## src/rtl/d2d_pkg.sv

```systemverilog
// d2d_pkg: widths, codes and the divider stage payload shared by the
// depth-to-disparity pipeline files. No dependencies.
`timescale 1ns / 1ps

package d2d_pkg;

    localparam int DEPTH_W    = 16;
    localparam int GAIN_W     = 16;
    localparam int OFFS_W     = 13;
    localparam int DIFF_W     = DEPTH_W + 1;        // depth - zero_plane
    localparam int DEN_W      = DEPTH_W + 2;        // diff + view_distance
    localparam int PROD_A_W   = GAIN_W + DIFF_W;
    localparam int PROD_B_W   = OFFS_W + DEN_W;
    localparam int NUM_W      = PROD_A_W + 1;
    localparam int DIVD_W     = DEN_W - 1;          // den once known positive
    localparam int QUO_W      = 8;
    localparam int Q_SHIFT    = QUO_W + 4;          // 256 * 16
    localparam int REM_W      = DIVD_W + Q_SHIFT;
    localparam int DSR_SHIFT  = REM_W - 1 - DIVD_W;
    localparam int STEPS      = 2;                  // quotient bits per stage
    localparam int DIV_STAGES = QUO_W / STEPS;
    localparam int PRE_STAGES = 4;
    localparam int NSTAGES    = PRE_STAGES + DIV_STAGES;
    localparam int CFG_IDX_W  = 2;
    localparam int CFG_DATA_W = 16;

    localparam logic [DEPTH_W-1:0]       ZERO_PLANE_RST = 16'd1883;
    localparam logic [DEPTH_W-1:0]       VIEW_DIST_RST  = 16'd25316;
    localparam logic signed [GAIN_W-1:0] GAIN_RST       = -16'sd25381;
    localparam logic signed [OFFS_W-1:0] OFFS_RST       = 13'sd2040;

    typedef enum logic [1:0] {
        ST_OK      = 2'd0,
        ST_LOW     = 2'd1,
        ST_HIGH    = 2'd2,
        ST_INVALID = 2'd3
    } status_t;

    typedef enum logic [CFG_IDX_W-1:0] {
        REG_ZERO_PLANE = 2'd0,
        REG_VIEW_DIST  = 2'd1,
        REG_GAIN       = 2'd2,
        REG_OFFSET     = 2'd3
    } cfg_reg_t;

    typedef struct packed {
        logic [REM_W-1:0]  rem;
        logic [DIVD_W-1:0] den;
        logic [QUO_W-1:0]  quo;
        status_t           code;
    } d2d_div_t;

endpackage

```

## src/rtl/depth_to_disparity_top.sv

```systemverilog
// depth_to_disparity_top: depth sample to saturated disparity byte, eight
// register stages. Depends on d2d_pkg and d2d_div_stage.
`timescale 1ns / 1ps
//
//  channel   signals                           width        dir
//  in        in_valid in_ready depth            16           in
//  out       out_valid out_ready disparity      8, status 2  out
//  cfg       cfg_we cfg_index cfg_data          2, 16        in
//
//  One pixel per cycle while not stalled; stages: difference/denominator, two
//  multipliers, sum, range check, then four divider stages of two bits each.
//  Stall: the whole pipeline holds while the output is valid and not taken.
//  Reset clears the stage valid bits and loads the register defaults.

module depth_to_disparity_top (
    input  logic                                clk,
    input  logic                                rst_n,
    input  logic                                cfg_we,
    input  logic [d2d_pkg::CFG_IDX_W-1:0]       cfg_index,
    input  logic [d2d_pkg::CFG_DATA_W-1:0]      cfg_data,
    input  logic                                in_valid,
    output logic                                in_ready,
    input  logic [d2d_pkg::DEPTH_W-1:0]         depth,
    output logic                                out_valid,
    input  logic                                out_ready,
    output logic [d2d_pkg::QUO_W-1:0]           disparity,
    output logic [1:0]                          status
);
    import d2d_pkg::*;

    logic [DEPTH_W-1:0]        zero_plane_reg;
    logic [DEPTH_W-1:0]        view_dist_reg;
    logic signed [GAIN_W-1:0]  gain_reg;
    logic signed [OFFS_W-1:0]  offset_reg;

    logic [NSTAGES-1:0]        v_reg;
    logic                      advance;

    logic signed [DIFF_W-1:0]   s1_diff_next, s1_diff_reg;
    logic signed [DEN_W-1:0]    s1_den_next, s1_den_reg;
    logic signed [PROD_A_W-1:0] s2_prod_a_next, s2_prod_a_reg;
    logic signed [PROD_B_W-1:0] s2_prod_b_next, s2_prod_b_reg;
    logic [DIVD_W-1:0]          s2_den_reg, s3_den_reg;
    logic                       s2_invalid_reg, s3_invalid_reg;
    logic signed [NUM_W-1:0]    s3_num_next, s3_num_reg;
    logic signed [NUM_W-1:0]    s3_limit;
    d2d_div_t                   s4_next, s4_reg;
    d2d_div_t                   div_q [0:DIV_STAGES];
    d2d_div_t                   last;

    // configuration
    always_ff @(posedge clk or negedge rst_n)
    begin
        if (!rst_n)
        begin
            zero_plane_reg <= ZERO_PLANE_RST;
            view_dist_reg  <= VIEW_DIST_RST;
            gain_reg       <= GAIN_RST;
            offset_reg     <= OFFS_RST;
        end
        else if (cfg_we)
        begin
            unique case (cfg_reg_t'(cfg_index))
                REG_ZERO_PLANE: zero_plane_reg <= cfg_data[DEPTH_W-1:0];
                REG_VIEW_DIST:  view_dist_reg  <= cfg_data[DEPTH_W-1:0];
                REG_GAIN:       gain_reg       <= $signed(cfg_data[GAIN_W-1:0]);
                REG_OFFSET:     offset_reg     <= $signed(cfg_data[OFFS_W-1:0]);
                default:        ;
            endcase
        end
    end

    // global stall: everything moves when the output slot frees up
    assign advance  = !v_reg[NSTAGES-1] || out_ready;
    assign in_ready = advance;

    always_ff @(posedge clk or negedge rst_n)
    begin
        if (!rst_n)
        begin
            v_reg <= '0;
        end
        else if (advance)
        begin
            v_reg <= {v_reg[NSTAGES-2:0], in_valid};
        end
    end

    // stage 1: difference and denominator
    assign s1_diff_next = $signed({1'b0, depth}) - $signed({1'b0, zero_plane_reg});
    assign s1_den_next  = $signed({s1_diff_next[DIFF_W-1], s1_diff_next})
                        + $signed({2'b00, view_dist_reg});

    // stage 2: gain*diff and offset*den
    assign s2_prod_a_next = PROD_A_W'(gain_reg) * PROD_A_W'(s1_diff_reg);
    assign s2_prod_b_next = PROD_B_W'(offset_reg) * PROD_B_W'(s1_den_reg);

    // stage 3: numerator
    assign s3_num_next = NUM_W'(s2_prod_a_reg) + NUM_W'(s2_prod_b_reg);

    // stage 4: classify; only in-range values go through the divider
    assign s3_limit = $signed({{(NUM_W-DIVD_W-Q_SHIFT){1'b0}}, s3_den_reg,
                               {Q_SHIFT{1'b0}}});

    always_comb
    begin
        s4_next.den  = s3_den_reg;
        s4_next.quo  = '0;
        s4_next.rem  = '0;
        if (s3_invalid_reg)
        begin
            s4_next.code = ST_INVALID;
        end
        else if (s3_num_reg[NUM_W-1])
        begin
            s4_next.code = ST_LOW;
        end
        else if (s3_num_reg >= s3_limit)
        begin
            s4_next.code = ST_HIGH;
        end
        else
        begin
            s4_next.code = ST_OK;
            s4_next.rem  = s3_num_reg[REM_W-1:0];
        end
    end

    always_ff @(posedge clk)
    begin
        if (advance)
        begin
            s1_diff_reg    <= s1_diff_next;
            s1_den_reg     <= s1_den_next;
            s2_prod_a_reg  <= s2_prod_a_next;
            s2_prod_b_reg  <= s2_prod_b_next;
            s2_den_reg     <= s1_den_reg[DIVD_W-1:0];
            s2_invalid_reg <= s1_den_reg[DEN_W-1] || (s1_den_reg == '0);
            s3_num_reg     <= s3_num_next;
            s3_den_reg     <= s2_den_reg;
            s3_invalid_reg <= s2_invalid_reg;
            s4_reg         <= s4_next;
        end
    end

    assign div_q[0] = s4_reg;

    // stages 5..8: divider
    for (genvar g = 0; g < DIV_STAGES; g++)
    begin : g_div
        d2d_div_stage u_stage (
            .clk      (clk),
            .en       (advance),
            .din      (div_q[g]),
            .dout_reg (div_q[g+1])
        );
    end

    assign last      = div_q[DIV_STAGES];
    assign out_valid = v_reg[NSTAGES-1];
    assign status    = last.code;

    always_comb
    begin
        case (last.code)
            ST_OK:   disparity = last.quo;
            ST_HIGH: disparity = '1;
            default: disparity = '0;
        endcase
    end

    // range check must leave the divider an 8-bit quotient
    a_div_in_range: assert property (@(posedge clk) disable iff (!rst_n)
        v_reg[PRE_STAGES-1] && div_q[0].code == ST_OK
        |-> div_q[0].rem < {1'b0, div_q[0].den, {DSR_SHIFT{1'b0}}, 1'b0})
        else $error("divider input out of range");

    a_div_rem: assert property (@(posedge clk) disable iff (!rst_n)
        out_valid && last.code == ST_OK
        |-> last.rem < {1'b0, last.den, {DSR_SHIFT{1'b0}}, 1'b0})
        else $error("divider remainder out of range");

    a_enter: assert property (@(posedge clk) disable iff (!rst_n)
        in_valid && in_ready |=> v_reg[0])
        else $error("accepted transfer lost at entry");

    a_hold: assert property (@(posedge clk) disable iff (!rst_n)
        !advance |=> $stable(v_reg) && $stable(last))
        else $error("pipeline moved during stall");

endmodule

```

## src/rtl/d2d_div_stage.sv

```systemverilog
// d2d_div_stage: one register stage of the restoring divider, two quotient
// bits per stage. Depends on d2d_pkg.
`timescale 1ns / 1ps

module d2d_div_stage (
    input  logic              clk,
    input  logic              en,
    input  d2d_pkg::d2d_div_t din,
    output d2d_pkg::d2d_div_t dout_reg
);
    import d2d_pkg::*;

    d2d_div_t                 dout_next;
    logic [REM_W-1:0]         dsr;
    logic [REM_W-1:0]         rem;
    logic [QUO_W-1:0]         quo;

    // divisor is fixed at 16*den*128; the remainder shifts left instead
    assign dsr = {1'b0, din.den, {DSR_SHIFT{1'b0}}};

    always_comb
    begin
        rem = din.rem;
        quo = din.quo;
        for (int i = 0; i < STEPS; i++)
        begin
            if (rem >= dsr)
            begin
                rem = rem - dsr;
                quo = {quo[QUO_W-2:0], 1'b1};
            end
            else
            begin
                quo = {quo[QUO_W-2:0], 1'b0};
            end
            rem = {rem[REM_W-2:0], 1'b0};
        end
        dout_next      = din;
        dout_next.rem  = rem;
        dout_next.quo  = quo;
    end

    always_ff @(posedge clk)
    begin
        if (en)
        begin
            dout_reg <= dout_next;
        end
    end

endmodule
```

## config.mk

```make
export PLATFORM = sky130hd
export DESIGN_NAME = depth_to_disparity_top
export DESIGN_NICKNAME = d
export VERILOG_FILES = /design/src/rtl/d2d_pkg.sv /design/src/rtl/depth_to_disparity_top.sv /design/src/rtl/d2d_div_stage.sv
export SDC_FILE = /design/constraint.sdc
export NUM_CORES = 2
export LEC_CHECK = 0
export BUFFER_PORTS_ARGS = -buffer_cell sky130_fd_sc_hd__buf_2
export CORE_AREA = 2 2 301 303
export CTS_BUF_LIST = sky130_fd_sc_hd__clkbuf_4
export DETAILED_ROUTE_END_ITERATION = 10
export DIE_AREA = 0 0 303 305
export PLACE_DENSITY = 0.76
export SLEW_MARGIN = 20
export SYNTH_ARGS = -nofsm -noshare
export SYNTH_HDL_FRONTEND = slang
export SYNTH_SLANG_ARGS = --single-unit
```

## constraint.sdc

```tcl
create_clock -name clk -period 16.7 [get_ports clk]
set_clock_uncertainty 0.15 [all_clocks]
set_input_delay 1.67 -clock clk [delete_from_list [all_inputs] [get_ports clk]]
set_output_delay 1.67 -clock clk [all_outputs]
set_load 0.1 [all_outputs]
```

==> run summary <==
fraction of layout cells with a size suffix above 1: 0.0974
main flop type after synthesis: sky130_fd_sc_hd__edfxtp_1
all-layer global routing usage: 0.208
post-CTS repair timing setup buffer count: 0
boundary pin count: 51
Detailed Routing Iterations Pass 1: 8
number of synthesized flops with an enable pin: 371
transition at the pin with the smallest max-transition slack: 1.11 ns
kind of end point of the critical path: flip-flop
starting utilization of the core area: 0.485
clock tree root buffer cell: sky130_fd_sc_hd__clkbuf_4
antenna violations before repair: 2
classification of the worst-slack hold path: reg2reg
Max Transition Viols Final: 0
GRT met1 Usage: 0.260
post-route fraction of the period consumed by the critical path: 0.439
Total Die Area: 92400 um2
maximum number of pins on one net before global-route repair: 180
Synth area leader: sky130_fd_sc_hd__edfxtp_1
Seq/Total Area, Yosys: 0.298
post-route setup slack: 9.37 ns
GRT busiest layer: met2
post-synthesis average cell area: 10.5 um2
count of warnings emitted by yosys: 0
core area: 89300 um2
Num CTS Buffers: 111
distinct cell type count after synthesis: 78
number of cells upsized or downsized after cts: 0
residual DRC count: 0
site row count: 110
H-Tree Level Count: 3
first-pass GRT wire length: 154 mm
number of design-rule violations left by the first detailed-router iteration: 1585
Total Nets Final: 5113
run status: complete, no violations
final weighted congestion in routability-driven placement: 0.905
total number of vias: 29300
Vias/cell: 5.36
number of instances in the placed design: 5255
Layout fillers: 7810
clock-pin slew of the registers on the worst-case setup and hold paths: 0.07 ns
flip-flop count of the largest register, all copies and words added: 154
worst-case hold slack: 0.214 ns
endpoint arrival time on the critical path: 7.81 ns
die outline width: 303 um
final setup TNS: 0 ns
sort of element at the start of the critical path: flip-flop
HPWL reported at the end of detailed placement: 72.7 mm
Synth Cell Area: 43300 um2
critical path fanouts, max: 18
CTS tree: done
CP required: 17.17 ns
Synth area leaders: sky130_fd_sc_hd__edfxtp_1, sky130_fd_sc_hd__fa_1, sky130_fd_sc_hd__ha_1
setup repair after global routing missed its margin: false
pre-CTS setup slack: 9.44 ns
final-report hold violation count: 0
total of flip-flops plus latches after synthesis: 440
vertical extent of the die: 305 um
clock latency on the worst-skew pair: 0.89 ns
syn nets: 5049
number of global-route vias before repair: 31000
met3 routing resource usage after global routing: 0.0283
number of buffers between clock root and the deepest sink: 3
area share of the leading cell type in the synthesized netlist: 0.257
layout overhead on the synthesized area: 6.70%
peak clock frequency supported by timing: 136 MHz
async set-or-reset flop fraction in the synthesized netlist: 0.157
GRT overflow: 0
Post-DRT Antenna Nets: 0
kind of critical path: reg2reg
Routed Wire Length: 93.0 mm
number of max-capacitance violations reported: 0
number of sinks driven by the clock tree: 440
crit path time final: 7.33 ns
synthesized netlist cell count: 4128
worst max-slew margin expressed relative to the limit: 0.259
CTS Hold Buffers Added: 0
number of failing setup endpoints in the final timing report: 0
per-cell routed wire length: 17.0 um
port buffer count: 50
non-filler instance count after layout: 5458
met2 layer usage reported by global route: 0.361
cells in the final DEF, fill, tap and decap left out, types with 36 or more instances in the layout:
cell type,n
sky130_fd_sc_hd__inv_1,694
sky130_fd_sc_hd__ha_1,379
sky130_fd_sc_hd__edfxtp_1,371
sky130_fd_sc_hd__dfrtp_1,36
sky130_fd_sc_hd__nand2_1,363
sky130_fd_sc_hd__nor3_1,39
sky130_fd_sc_hd__fa_1,503
sky130_fd_sc_hd__a21oi_1,178
sky130_fd_sc_hd__buf_2,50
sky130_fd_sc_hd__xnor2_1,165
sky130_fd_sc_hd__mux2_2,119
sky130_fd_sc_hd__o21ai_0,124
sky130_fd_sc_hd__a21o_1,86
sky130_fd_sc_hd__nand2b_1,42
sky130_fd_sc_hd__clkbuf_4,157
sky130_fd_sc_hd__nor2_1,169
sky130_fd_sc_hd__xor2_1,46
sky130_fd_sc_hd__nand3_1,44
sky130_fd_sc_hd__and2_1,253
routing by layer:
| metal | part of all wire | wire length, um |
|---|---|---|
| met5 | 0 | 0 |
| met4 | 0.042 | 3890 |
| met2 | 0.50 | 46200 |
| met1 | 0.41 | 38500 |
| met3 | 0.047 | 4360 |
worst max-delay path, cell delays in order (launching register included):
cell and delay, ns:
sky130_fd_sc_hd__dfrtp_1 0.79, sky130_fd_sc_hd__nand2_1 0.21, sky130_fd_sc_hd__inv_1 0.12, sky130_fd_sc_hd__fa_1 0.56
sky130_fd_sc_hd__fa_1 1.02, sky130_fd_sc_hd__fa_1 0.56, sky130_fd_sc_hd__fa_1 0.52, sky130_fd_sc_hd__fa_1 0.50
sky130_fd_sc_hd__inv_1 0.05, sky130_fd_sc_hd__fa_1 0.47, sky130_fd_sc_hd__inv_1 0.04, sky130_fd_sc_hd__ha_1 0.32
sky130_fd_sc_hd__nand2_1 0.11, sky130_fd_sc_hd__or3_1 0.37, sky130_fd_sc_hd__o211ai_1 0.35, sky130_fd_sc_hd__a41oi_1 0.27
sky130_fd_sc_hd__o311ai_0 0.39, sky130_fd_sc_hd__a21oi_1 0.13, sky130_fd_sc_hd__xnor2_1 0.14
cell usage after synthesis, drive strengths merged (6+ instances only):
| library cell | n |
|---|---|
| fa | 503 |
| a211o | 6 |
| nand4 | 26 |
| a31oi | 13 |
| a31o | 7 |
| dfrtp | 36 |
| a211oi | 21 |
| nand2b | 43 |
| or2 | 6 |
| xor2 | 46 |
| o21a | 31 |
| mux2i | 8 |
| inv | 695 |
| edfxtp | 371 |
| nand2 | 363 |
| and3 | 14 |
| nor2b | 27 |
| o21bai | 27 |
| a21boi | 13 |
| buf | 13 |
| o31a | 6 |
| xnor2 | 165 |
| a221oi | 7 |
| nor2 | 169 |
| o311ai | 7 |
| a221o | 6 |
| a21oi | 178 |
| a2111oi | 8 |
| and2 | 253 |
| ha | 379 |
| clkbuf | 98 |
| or3 | 20 |
| o21ai | 124 |
| mux2 | 126 |
| nor3 | 40 |
| o211ai | 11 |
| or4 | 6 |
| dfstp | 33 |
| a21o | 86 |
| nand3 | 44 |
| and4 | 8 |
| nor4 | 17 |
| nand3b | 8 |
stage by stage:
step / utilization / instance area [um2]
2_1_floorplan: - / 43300
3_3_place_gp: 0.500 / 44700
3_5_place_dp: 0.500 / 44700
4_1_cts: 0.517 / 46200
5_1_grt: 0.517 / 46200
6_report: 0.517 / 46200
cells by family after synthesis:
kind of cell    Yosys count  synth area share
compound gates          598            0.0900
xor+xnor                211            0.0427
fa+ha+maj               882             0.342
buf+inv                 806            0.0705
flops                   440             0.298
mux                     134            0.0352
simple gates           1057             0.121
area by class of cell:
cell class	instances	area, um2	area share
multi-input cells	2882	27300	0.592
inverters	695	2610	0.0565
repair buffers	62	353	0.00764
flip-flops and latches	440	12900	0.280
clock inverters	45	318	0.00688
diodes	1	2.50	0.0000542
well taps	1176	1470	0.0319
clock buffers	157	1180	0.0255
final timing paths:
check / cells past startpoint / endpoint / slack [ns] / startpoint
max: 18 / s2_prod_a_reg[32]$_DFFE_PP_ / 9.37 / gain_reg[2]$_DFFE_PN0P_
min: 0 / g_div[2].u_stage.dout_reg[1]$_DFFE_PP_ / 0.21 / g_div[1].u_stage.dout_reg[1]$_DFFE_PP_
max reg2reg: 18 / s2_prod_a_reg[32]$_DFFE_PP_ / 9.37 / gain_reg[2]$_DFFE_PN0P_
min reg2reg: 0 / g_div[2].u_stage.dout_reg[1]$_DFFE_PP_ / 0.21 / g_div[1].u_stage.dout_reg[1]$_DFFE_PP_
max in group asynchronous: 2 / gain_reg[2]$_DFFE_PN0P_ / 14.95 / rst_n
min in group asynchronous: 2 / view_dist_reg[12]$_DFFE_PN0P_ / 0.84 / rst_n
Power is not shown: default switching activity piles up to over one toggle a cycle in this logic, so the estimate is an artifact.
